### config.mk
export PLATFORM = sky130hd
export DESIGN_NAME = tsbm_ctrl
export DESIGN_NICKNAME = d
export VERILOG_FILES = /design/src/design/two_sample_background_model_unit_defines.svh /design/src/design/tsbm_pkg.sv /design/src/design/tsbm_ctrl.sv
export SDC_FILE = /design/constraint.sdc
export NUM_CORES = 1
export LEC_CHECK = 0
export CORE_AREA = 2 2 39 41
export DETAILED_ROUTE_END_ITERATION = 8
export DIE_AREA = 0 0 41 43
export DONT_BUFFER_PORTS = 1
export MAX_ROUTING_LAYER = met4
export PLACE_DENSITY_LB_ADDON = 0.05
export SETUP_SLACK_MARGIN = 0.4
export SLEW_MARGIN = 20
export SYNTH_ARGS = -nofsm -noshare
export SYNTH_HDL_FRONTEND = slang
export SYNTH_SLANG_ARGS = --single-unit
export TNS_END_PERCENT = 50
### constraint.sdc
create_clock -name clk_i -period 3 [get_ports clk_i]
set_clock_uncertainty 0.15 [all_clocks]
set_input_delay 0.15 -clock clk_i [delete_from_list [all_inputs] [get_ports clk_i]]
set_output_delay 0.15 -clock clk_i [all_outputs]
set_load 0.01 [all_outputs]
### src/design/two_sample_background_model_unit_defines.svh
// ----------------------------------------------------------------------------
// two_sample_background_model_unit_defines.svh
// Assertion macros for the two-sample background model unit.
// ----------------------------------------------------------------------------
`ifndef TWO_SAMPLE_BACKGROUND_MODEL_UNIT_DEFINES_SVH
`define TWO_SAMPLE_BACKGROUND_MODEL_UNIT_DEFINES_SVH

`ifndef SYNTHESIS

// Check a property on every rising edge outside reset
`define TSBM_ASSERT(lbl, prop) \
  lbl: assert property (@(posedge clk_i) disable iff (!rst_ni) (prop)) \
    else $error("tsbm assertion failed");

// Check that a condition is followed by a consequence in the next cycle
`define TSBM_ASSERT_NEXT(lbl, ante, cons) \
  lbl: assert property (@(posedge clk_i) disable iff (!rst_ni) (ante) |=> (cons)) \
    else $error("tsbm assertion failed");

`else

`define TSBM_ASSERT(lbl, prop)
`define TSBM_ASSERT_NEXT(lbl, ante, cons)

`endif

`endif

### src/design/tsbm_pkg.sv
// ----------------------------------------------------------------------------
// tsbm_pkg
// Shared types and constants of the two-sample background model unit.
// ----------------------------------------------------------------------------
package tsbm_pkg;

  // Operation codes carried by one input transaction
  typedef enum logic [1:0] {
    OP_INIT    = 2'd0,
    OP_SEGMENT = 2'd1,
    OP_UPDATE  = 2'd2
  } op_e;

  // Spread around the pixel value written at init
  localparam logic [7:0] INIT_MARGIN    = 8'd10;
  // Reset value of the matching threshold
  localparam logic [7:0] THRESHOLD_RST  = 8'd20;
  // Largest grey level
  localparam logic [7:0] SAMPLE_MAX     = 8'd255;

  // Commands from the controller to the datapath
  typedef struct packed {
    logic capture;   // latch the input transaction
    logic wr_init;   // write both samples of the own pixel
    logic wr_update; // write the picked sample of the own pixel
    logic rd_own;    // read both samples of the own pixel
    logic eval;      // count matching samples
    logic rd_nb;     // read both samples of the neighbor
    logic wr_nb;     // write one sample of the neighbor
    logic load_out;  // move the count into the output register
  } cmd_t;

endpackage

### src/design/tsbm_ctrl.sv
// ----------------------------------------------------------------------------
// tsbm_ctrl
// Controller: sequences memory accesses for each transaction and owns the
// input and output handshakes.
// ----------------------------------------------------------------------------
module tsbm_ctrl (
  input  logic              clk_i,
  input  logic              rst_ni,
  input  logic              in_valid_i,
  input  logic [1:0]        op_i,
  input  logic              update_mask_i,
  input  logic              propagate_i,
  input  logic              out_stall_i,
  output logic              in_stall_o,
  output logic              out_valid_o,
  output tsbm_pkg::cmd_t    cmd_o
);

  typedef enum logic [2:0] {
    ST_IDLE,
    ST_INIT_WR,
    ST_SEG_RD,
    ST_SEG_EVAL,
    ST_UPD_WR,
    ST_NB_RD,
    ST_NB_WR,
    ST_FINISH
  } state_e;

  state_e state_q, state_d;
  logic   busy_q;
  logic   out_valid_q, out_valid_d;
  logic   prop_q, prop_d;
  logic   accept;
  logic   slot_free;

  assign accept    = in_valid_i && !busy_q;
  assign slot_free = !out_valid_q || !out_stall_i;

  // Next state and output register control
  always_comb begin
    state_d     = state_q;
    prop_d      = prop_q;
    out_valid_d = out_valid_q && out_stall_i;
    case (state_q)
      ST_IDLE: begin
        if (accept) begin
          prop_d = propagate_i;
          case (op_i)
            tsbm_pkg::OP_INIT:    state_d = ST_INIT_WR;
            tsbm_pkg::OP_SEGMENT: state_d = ST_SEG_RD;
            tsbm_pkg::OP_UPDATE:  state_d = update_mask_i ? ST_UPD_WR : ST_FINISH;
            default:              state_d = ST_FINISH;
          endcase
        end
      end
      ST_INIT_WR:  state_d = ST_FINISH;
      ST_SEG_RD:   state_d = ST_SEG_EVAL;
      ST_SEG_EVAL: state_d = ST_FINISH;
      ST_UPD_WR:   state_d = prop_q ? ST_NB_RD : ST_FINISH;
      ST_NB_RD:    state_d = ST_NB_WR;
      ST_NB_WR:    state_d = ST_FINISH;
      ST_FINISH: begin
        if (slot_free) begin
          out_valid_d = 1'b1;
          state_d     = ST_IDLE;
        end
      end
      default:     state_d = ST_IDLE;
    endcase
  end

  // Hold state and registered handshake outputs
  always_ff @(posedge clk_i or negedge rst_ni) begin
    if (!rst_ni) begin
      state_q     <= ST_IDLE;
      busy_q      <= 1'b0;
      out_valid_q <= 1'b0;
      prop_q      <= 1'b0;
    end else begin
      state_q     <= state_d;
      busy_q      <= (state_d != ST_IDLE);
      out_valid_q <= out_valid_d;
      prop_q      <= prop_d;
    end
  end

  // Decode datapath commands
  always_comb begin
    cmd_o           = '0;
    cmd_o.capture   = accept;
    cmd_o.wr_init   = (state_q == ST_INIT_WR);
    cmd_o.rd_own    = (state_q == ST_SEG_RD);
    cmd_o.eval      = (state_q == ST_SEG_EVAL);
    cmd_o.wr_update = (state_q == ST_UPD_WR);
    cmd_o.rd_nb     = (state_q == ST_NB_RD);
    cmd_o.wr_nb     = (state_q == ST_NB_WR);
    cmd_o.load_out  = (state_q == ST_FINISH) && slot_free;
  end

  assign in_stall_o  = busy_q;
  assign out_valid_o = out_valid_q;

endmodule

==> results of run 1 <==
[power by group]
part | leakage, µW | internal [µW] | total, µW | switching, µW
clock | 0.0000138 | 45.1 | 72.4 | 27.3
combinational | 0.000117 | 67.8 | 150 | 81.8
sequential | 0.0000668 | 119 | 191 | 71.2
total | 0.000197 | 232 | 413 | 180
[Yosys cell counts, drive strengths merged]
cell	count
inv	2
nor2	3
o22ai	1
and2	1
a211oi	1
buf	4
and2b	1
nand3	2
a31oi	1
a21oi	4
nor2b	1
nor3b	2
dfrtp	6
nand2b	1
and3b	2
nand2	4
mux2	1
nand3b	2
nor3	1
[kinds of logic after synthesis]
group / count (synthesis) / synth area share [%]
compound gates: 7 / 11.55
buf+inv: 6 / 10.89
flops: 6 / 39.60
mux: 1 / 3.959
simple gates: 20 / 34.00
[sequential cells by signal, summed over array words and instances, names as in the netlist]
signal       cells
state_q          3
out_valid_o      1
in_stall_o       1
prop_q           1
[metrics by stage]
| step | std cells | setup WS [ns] | hold slack [ns] | area (µm²) |
|---|---|---|---|---|
| finish | 62 | 1.502 | 0.009773 | 457.9 |
| floorplan | 40 | 1.687 | -0.2956 | 379.1 |
| CTS | 62 | 1.481 | 0.01180 | 457.9 |
| global route | 62 | 1.408 | 0.02397 | 457.9 |
| global placement | 52 | 1.543 | -0.2954 | 365.4 |
| detailed placement | 52 | 1.556 | -0.2954 | 365.4 |
[layout make-up]
type | instances | area (µm²) | share of cell area (%)
Clock buffer | 3 | 22.52 | 4.918
Multi-Input combinational cell | 28 | 187.7 | 40.98
Tap cell | 16 | 20.02 | 4.372
Inverter | 2 | 7.507 | 1.639
Timing Repair Buffer | 7 | 70.07 | 15.30
Sequential cell | 6 | 150.1 | 32.79
[worst max path at each step]
stage | start | endpoint | cells past startpoint
final | state_q[1]$_DFF_PN0_ | cmd_o[0] | 2
after global placement | in_stall_o$_DFF_PN0_ | prop_q$_DFFE_PN0P_ | 3
after floorplan | state_q[0]$_DFF_PN0_ | prop_q$_DFFE_PN0P_ | 4
after global routing | state_q[1]$_DFF_PN0_ | cmd_o[0] | 2
after detailed placement | in_stall_o$_DFF_PN0_ | prop_q$_DFFE_PN0P_ | 3
after CTS | state_q[1]$_DFF_PN0_ | cmd_o[0] | 2
[layer usage]
metal	up-vias	GRT usage, %	routed length (µm)
met5	-	-	0
met4	0	6.000	0
met3	0	3.141	62
met2	10	15.31	399
met1	137	10.93	347
li1	149	-	-
[worst reg2reg max path: cells and delay by family (launching register included)]
kind          cells  cell delay (ns)
flops             1             0.40
mux               1             0.31
simple gates      2             0.47
==> results.yml, run 1 <==
drt:
  vias_per_cell: 4.774
  wirelength_um: 808
  drc: 0
  drt-initial-drc-count: 0
  ant_nets: 0
  wire_per_inst_um: 13.03
  drt_first_pass_iters: 1
  via_count: 296
sta:
  finalSetupTns_ns: 0
  period_minus_slack_ns: 1.498
  slew_violations: 0
  max_freq_mhz: 667.6
  rsz0062_at_grt: "false"
  setup_viol: 0
  relSlewSlack_pct: 72.73
  report.final.hold_viol_count: 0
  tightest_slew_ns: 0.4082
  timing.final.crit_share_pct: 49.93
worst_setup_path:
  max_stage_delay_ns: 0.53
  regToRegSetupSlack_ns: 1.55
  cp.buffers_inverters: 0
  path_max_fanout: 11
  r2r-end: "prop_q$_DFFE_PN0P_"
  crit_type: "reg2out"
  crit_chain: "nand3_1 -> a21oi_2"
  cp_top_family: "flip-flops"
  cp-end-kind: "output pin"
  cp.required_ns: 2.70
  reg2regPathDepth: 3
  arrival_ns: 1.20
  r2r_start: "in_stall_o$_DFF_PN0_"
  critPathLaunchType: "flip-flop"
  cp_slowest_cell: "dfrtp_1"
global_routing:
  grt_pass1_wl_um: 1145
  grt-ovfl-total: 0
  grt_max_degree: 12
  grt_pass1_vias: 277
  grt_usage_pct: 10.07
  grt_antenna_before_repair: 0
cells_and_area:
  layout_commonest_cell: "dlygate4sd3_1"
  final_cell_mix: "dlygate4sd3_1, dfrtp_1"
  layout-drive-gt1-share_pct: 15.22
  diodes: 0
  fillCellCount: 151
  syn2layout_area_growth_pct: 20.79
  final_nets: 56
  fin_util_pct: 33.09
min_path:
  holdPathStages: 2
  worstHoldStart: "out_stall_i"
  worst_hold_path.endpoint: "state_q[2]$_DFF_PN0_"
  hold_path.class: "in2reg"
yosys:
  ys_seq_area_share_pct: 39.60
  postSynthAreaPerCell_um2: 9.478
  ys_warn_count: 0
  synthTopCellsByArea: "dfrtp_1, buf_4, and3b_1"
  synth_cells: 40
  synth_top_area_share_pct: 39.60
  netlist_area_um2: 379.1
  synth.distinct_cells: 22
  ys_seq_elements: 6
  yosysTopAreaCell: "dfrtp_1"
  synth_nets: 48
die:
  initial_utilization_pct: 27.40
  die_area_um2: 1763
  die_h_um: 43
  coreArea_um2: 1384
  die_w_um: 41
  pin_count: 18
  core.rowCount: 14
clock_tree:
  htreeDepth: 1
  clock_path_buffers: 2
  cts_sinks: 6
  ctsHoldBuffers: 7
  clk_latency_ns: 0.24
  post-cts-setup-buffers: 0
  clock-root-buffer: "clkbuf_4"
  cts-buffers-inserted: 3
  cts-resized-gates: 0
  clk_pin_slew_ns: 0.04
  tritoncts: "done"
power_and_ir_drop:
  irDropWorstVdd_v: 0.0002975
  leakage_uw: 0.0001972
  p_per_area_nw_per_um2: 900.9
  power_uw: 412.5
placement:
  place_congestion: 0.7378
  dp_hpwl_um: 613.9
  port_buffers: 0
status:
  outcome: "finished clean"
flow_run:
  maxCapViolCount: 0
Note: power is estimated with default switching activity, not from simulation.
==> run 2, diff against run 1 <==
- ABC_AREA: not set -> 1
- clock period: 3 -> 1.3 ns (I/O delays scaled with it)
==> results.yml, run 2 <==
worst_setup_path:
  cp-end-kind: "output pin"
  cp_slowest_cell: "dfrtp_2"
  cp.required_ns: 1.09
  arrival_ns: 1.11
  max_stage_delay_ns: 0.48
  r2r_start: "state_q[2]$_DFF_PN0_"
  critPathLaunchType: "flip-flop"
  crit_type: "reg2out"
  cp.buffers_inverters: 2
  crit_chain: "inv_2 -> nand2_4 -> buf_6 -> nor2_4"
  cp_top_family: "flip-flops"
  r2r-end: "in_stall_o$_DFF_PN0_"
  regToRegSetupSlack_ns: -0.03
  path_max_fanout: 7
  reg2regPathDepth: 7
yosys:
  ys_warn_count: 0
  ys_seq_area_share_pct: 36.92
  synth_nets: 73
  ys_seq_elements: 6
  synth_top_area_share_pct: 36.92
  synth_cells: 65
  synth.distinct_cells: 12
  synth_edf_count: 0
  yosysTopAreaCell: "dfrtp_1"
  synth_common_cells: "nor2_1, nand2_1, inv_1"
  ys.flop_type: "dfrtp_1"
  synth.most_common_cell: "nor2_1"
  synthArstFlopShare_pct: 100.0
  synthTopCellsByArea: "dfrtp_1, nor2_1, nand2_1"
  netlist_area_um2: 406.6
  postSynthAreaPerCell_um2: 6.256
drt:
  vias_per_cell: 4.277
  wire_per_inst_um: 10.19
  drt-initial-drc-count: 2
  drt_first_pass_iters: 2
  ant_nets: 0
  via_count: 432
  wirelength_um: 1029
  drc: 0
cells_and_area:
  fin_util_pct: 50.00
  syn2layout_area_growth_pct: 70.15
  layout-drive-gt1-share_pct: 55.29
  final_cell_mix: "nand2_1, inv_1, nor2_2, nor2_1, buf_6"
  multi_input_area_um2: 284.0
  layout_commonest_cell: "nand2_1"
  regMostFlops: "state_q"
  final_nets: 94
  regArea_um2: 153.9
  diodes: 0
  fillCellCount: 150
  largest_reg_flops: 3
power_and_ir_drop:
  clkPwrFrac_pct: 9.8
  power_uw: 1828
  switching_share_pct: 46.00
  combPwrFrac_pct: 66.0
  leakage_uw: 0.0003524
  cellInternalPower_uw: 986.9
  p_per_area_nw_per_um2: 2641
  p_switching_uw: 840.7
  pwr-share-seq_pct: 24.2
  irDropWorstVdd_v: 0.001025
sta:
  period_minus_slack_ns: 1.330
  holdWs_ns: -0.1765
  max_freq_mhz: 752.0
  slew_violations: 0
  tightest_slew_ns: 0.2517
  rsz0062_at_grt: "true"
  fin_ws_ns: -0.02986
  report.final.hold_viol_count: 11
  timing.final.crit_share_pct: 102.3
  finalSetupTns_ns: -0.09662
  relSlewSlack_pct: 83.16
  setup_viol: 5
placement:
  port_buffers: 0
  place_congestion: 0.6847
  dp_hpwl_um: 792.7
  post-place-ws_ns: -0.01276
clock_tree:
  clock_path_buffers: 2
  clock-root-buffer: "clkbuf_4"
  tritoncts: "done"
  htreeDepth: 1
  clk_pin_slew_ns: 0.05
  cts_sinks: 6
  clk_latency_ns: 0.24
  cts-buffers-inserted: 3
  ctsHoldBuffers: 2
min_path:
  holdPathStages: 2
  worstHoldStart: "out_stall_i"
  hold_path.class: "in2reg"
  worst_hold_path.endpoint: "out_valid_o$_DFF_PN0_"
die:
  die_area_um2: 1763
  core.rowCount: 14
  die_h_um: 43
  coreArea_um2: 1384
  die_w_um: 41
  pin_count: 18
  initial_utilization_pct: 29.39
global_routing:
  grt-ovfl-total: 0
  grt_antenna_before_repair: 0
  grt_max_degree: 8
  grt_pass1_wl_um: 1752
  grt_usage_pct: 15.04
  grt_pass1_vias: 451
status:
  outcome: "finished, violations left"
  violations: "negative hold slack, negative setup slack"
flow_run:
  maxCapViolCount: 0
## run 2: area by class of cell
class / count / area share [%]
Clock buffer: 4 / 3.797
Multi-Input combinational cell: 46 / 41.05
Tap cell: 16 / 2.893
Inverter: 12 / 6.510
Timing Repair Buffer: 17 / 23.51
Sequential cell: 6 / 22.24
## run 2: worst max path at each step
stage                            to                  from  cells past startpoint  slack, ns
2_1_floorplan  in_stall_o$_DFF_PN0_  state_q[1]$_DFF_PN0_                      7       0.11
3_3_place_gp   in_stall_o$_DFF_PN0_  state_q[0]$_DFF_PN0_                      6     -0.008
3_5_place_dp   in_stall_o$_DFF_PN0_  state_q[0]$_DFF_PN0_                      7      -0.01
4_1_cts                    cmd_o[6]  state_q[2]$_DFF_PN0_                      4      -0.04
5_1_grt        in_stall_o$_DFF_PN0_  state_q[2]$_DFF_PN0_                      6       -0.1
6_report                   cmd_o[5]  state_q[1]$_DFF_PN0_                      4      -0.03
## run 2: cells by family after synthesis
| kind of cell | count (synthesis) | share of synthesized area (%) |
|---|---|---|
| buf+inv | 13 | 12.93 |
| simple gates | 44 | 47.08 |
| compound gates | 2 | 3.076 |
| flops | 6 | 36.92 |
## run 2: worst register-to-register path, cell delays in order, from the launching register on
cell and delay (ns):
dfrtp_2 0.45, buf_6 0.14, nand2_4 0.07, nor2_2 0.04
nor2_2 0.07, nand2_1 0.07, nor2_2 0.14, nand3_2 0.07
## run 2: stage by stage
| stage | area [µm²] | hold WS, ns | std cells |
|---|---|---|---|
| after detailed placement | 535.5 | -0.3804 | 92 |
| final | 691.9 | -0.1765 | 101 |
| after floorplan | 432.9 | -0.3806 | 65 |
| after global placement | 535.5 | -0.3804 | 92 |
| after global routing | 691.9 | -0.1751 | 101 |
| after CTS | 679.4 | -0.1198 | 101 |
## run 2: power groups by stage
stage               Clock [µW]  Sequential (µW)  Combinational (µW)
finish                     180              442                1210
global route               208              461                1320
CTS                        188              440                1160
detailed placement           0              423                 895
global placement             0              428                 904
floorplan                    0              421                 547
## run 2: per-layer routing
metal / track usage (%) / wire length, µm / up-vias
li1: - / - / 234
met1: 18.81 / 445 / 191
met2: 22.81 / 556 / 7
met3: 1.571 / 27 / 0
met4: 8.000 / 0 / 0
met5: - / 0 / -
## run 2: repair_timing
| item | in CTS | in global routing |
|---|---|---|
| buffers inserted | 3 | 0 |
| resized for setup | 21 | 4 |
| pin swaps | 6 | 4 |
| endpoints found under the hold margin | 11 | 11 |
| setup endpoints to repair | 16 | 16 |
==> run 3, diff against run 2 <==
- ABC_AREA: 1 -> not set
- BUFFER_PORTS_ARGS: not set -> -buffer_cell sky130_fd_sc_hd__buf_2
- DONT_BUFFER_PORTS: 1 -> not set
==> results.yml, run 3 (synthesis results as in run 1) <==
sta:
  timing.final.crit_share_pct: 106.2
  finalSetupTns_ns: -0.3491
  rsz0062_at_grt: "true"
  holdWs_ns: -0.09343
  relSlewSlack_pct: 83.71
  setup_viol: 8
  fin_ws_ns: -0.08102
  tightest_slew_ns: 0.2429
  report.final.hold_viol_count: 3
  period_minus_slack_ns: 1.381
  max_freq_mhz: 724.1
  slew_violations: 0
worst_setup_path:
  crit_path_start: "state_q[2]$_DFF_PN0_"
  cp-end-kind: "flip-flop"
  path_max_fanout: 4
  crit_type: "reg2reg"
  max_stage_delay_ns: 0.41
  reg2regPathDepth: 4
  critPathLaunchType: "flip-flop"
  regToRegSetupSlack_ns: -0.08
  r2r_start: "state_q[2]$_DFF_PN0_"
  r2r-end: "prop_q$_DFFE_PN0P_"
  arrival_ns: 1.35
  cp.required_ns: 1.27
  cp.buffers_inverters: 1
  crit_chain: "buf_4 -> nor3_4 -> nand2_2 -> mux2_4"
  cp_slowest_cell: "dfrtp_1"
  cp_top_family: "flip-flops"
  cp.depth: 4
global_routing:
  grt_max_degree: 10
  grt-ovfl-total: 0
  grt_pass1_wl_um: 1614
  grt_pass1_vias: 376
  grt_usage_pct: 14.49
  grt_antenna_before_repair: 0
cells_and_area:
  fin_cells: 83
  largest_reg_flops: 3
  final_nets: 77
  diodes: 0
  layout-drive-gt1-share_pct: 59.70
  regMostFlops: "state_q"
  layout_commonest_cell: "buf_2"
  final_cell_mix: "buf_2, buf_6, dfrtp_1, buf_4"
  syn2layout_area_growth_pct: 60.07
min_path:
  worstHoldStart: "propagate_i"
  worst_hold_path.endpoint: "prop_q$_DFFE_PN0P_"
  holdPathStages: 2
  hold_path.class: "in2reg"
drt:
  wire_per_inst_um: 12.36
  ant_nets: 0
  drc: 0
  wirelength_um: 1026
  drt_first_pass_iters: 4
  via_count: 378
  drt-initial-drc-count: 5
  vias_per_cell: 4.554
status:
  outcome: "finished, violations left"
  violations: "negative hold slack, negative setup slack"
placement:
  dpl.cell_count: 74
  port_buffers: 17
  dp_hpwl_um: 727.3
  place_congestion: 0.7415
die:
  core.rowCount: 14
  die_h_um: 43
  initial_utilization_pct: 27.40
  die_area_um2: 1763
  die_w_um: 41
  pin_count: 18
  coreArea_um2: 1384
clock_tree:
  clk_latency_ns: 0.24
  clk_pin_slew_ns: 0.05
  clock_path_buffers: 2
  clock-root-buffer: "clkbuf_4"
  tritoncts: "done"
  htreeDepth: 1
  cts_sinks: 6
  ctsHoldBuffers: 2
  cts-buffers-inserted: 3
flow_run:
  maxCapViolCount: 0
power_and_ir_drop:
  irDropWorstVdd_v: 0.0009540
  leakage_uw: 0.0003035
  p_per_area_nw_per_um2: 2192
==> run 3: changes by cell type in the layout (fill, tap and decap cells not counted), sizes merged, moves of 2 or more <==
cell	change
a21oi	+3
inv	-10
nor3b	+2
nor2	-20
and3b	+2
nand3b	+2
nand2	-11
nand3	-3
buf	+11
==> run 3: power breakdown <==
group,internal (µW),switching (µW)
combinational,431,334
clock,104,66.9
sequential,282,112
total,817,513
==> run 3: metal layers <==
layer  track usage (%)  part of all wire [%]  vias up
met2             21.88                    52       12
li1                  -                     -      192
met5                 -                     0        -
met1             16.07                    44      174
met4             10.00                     0        0
met3             3.141                   3.8        0
==> run 3: worst max-delay path by stage <==
stage | to | slack (ns)
2_1_floorplan | prop_q$_DFFE_PN0P_ | 0.004
3_3_place_gp | prop_q$_DFFE_PN0P_ | 0.03
3_5_place_dp | prop_q$_DFFE_PN0P_ | 0.007
4_1_cts | cmd_o[5] | -0.06
5_1_grt | cmd_o[0] | -0.15
6_report | prop_q$_DFFE_PN0P_ | -0.08
==> run 3: final cells by class <==
type                            instances  area [µm²]
Fill cell                             150       777.0
Multi-Input combinational cell         28       206.4
Timing Repair Buffer                   28       197.7
Sequential cell                         6       152.6
Clock buffer                            3       22.52
Tap cell                               16       20.02
Inverter                                2       7.507
==> run 3: repair_timing <==
action / CTS / global route
gates resized for setup: 6 / 4
endpoints found under the setup margin: 16 / 16
pin swaps: 3 / 2
gates cloned: 0 / 1
buffers inserted: 2 / 1
endpoints found under the hold margin: 10 / 3
==> run 3: through the flow <==
step | setup slack, ns | total power, µW | utilization [%] | hold WS [ns] | cell area, µm²
after floorplan | 0.004251 | 803.9 | - | -0.3806 | 397.9
after global placement | 0.02526 | 983.7 | 36.08 | -0.2536 | 499.2
after detailed placement | 0.007244 | 986.2 | 36.08 | -0.2480 | 499.2
after CTS | -0.06440 | 1269 | 41.77 | -0.1042 | 578.1
after global routing | -0.1457 | 1445 | 43.85 | -0.09402 | 606.8
final | -0.08102 | 1330 | 43.85 | -0.09343 | 606.8
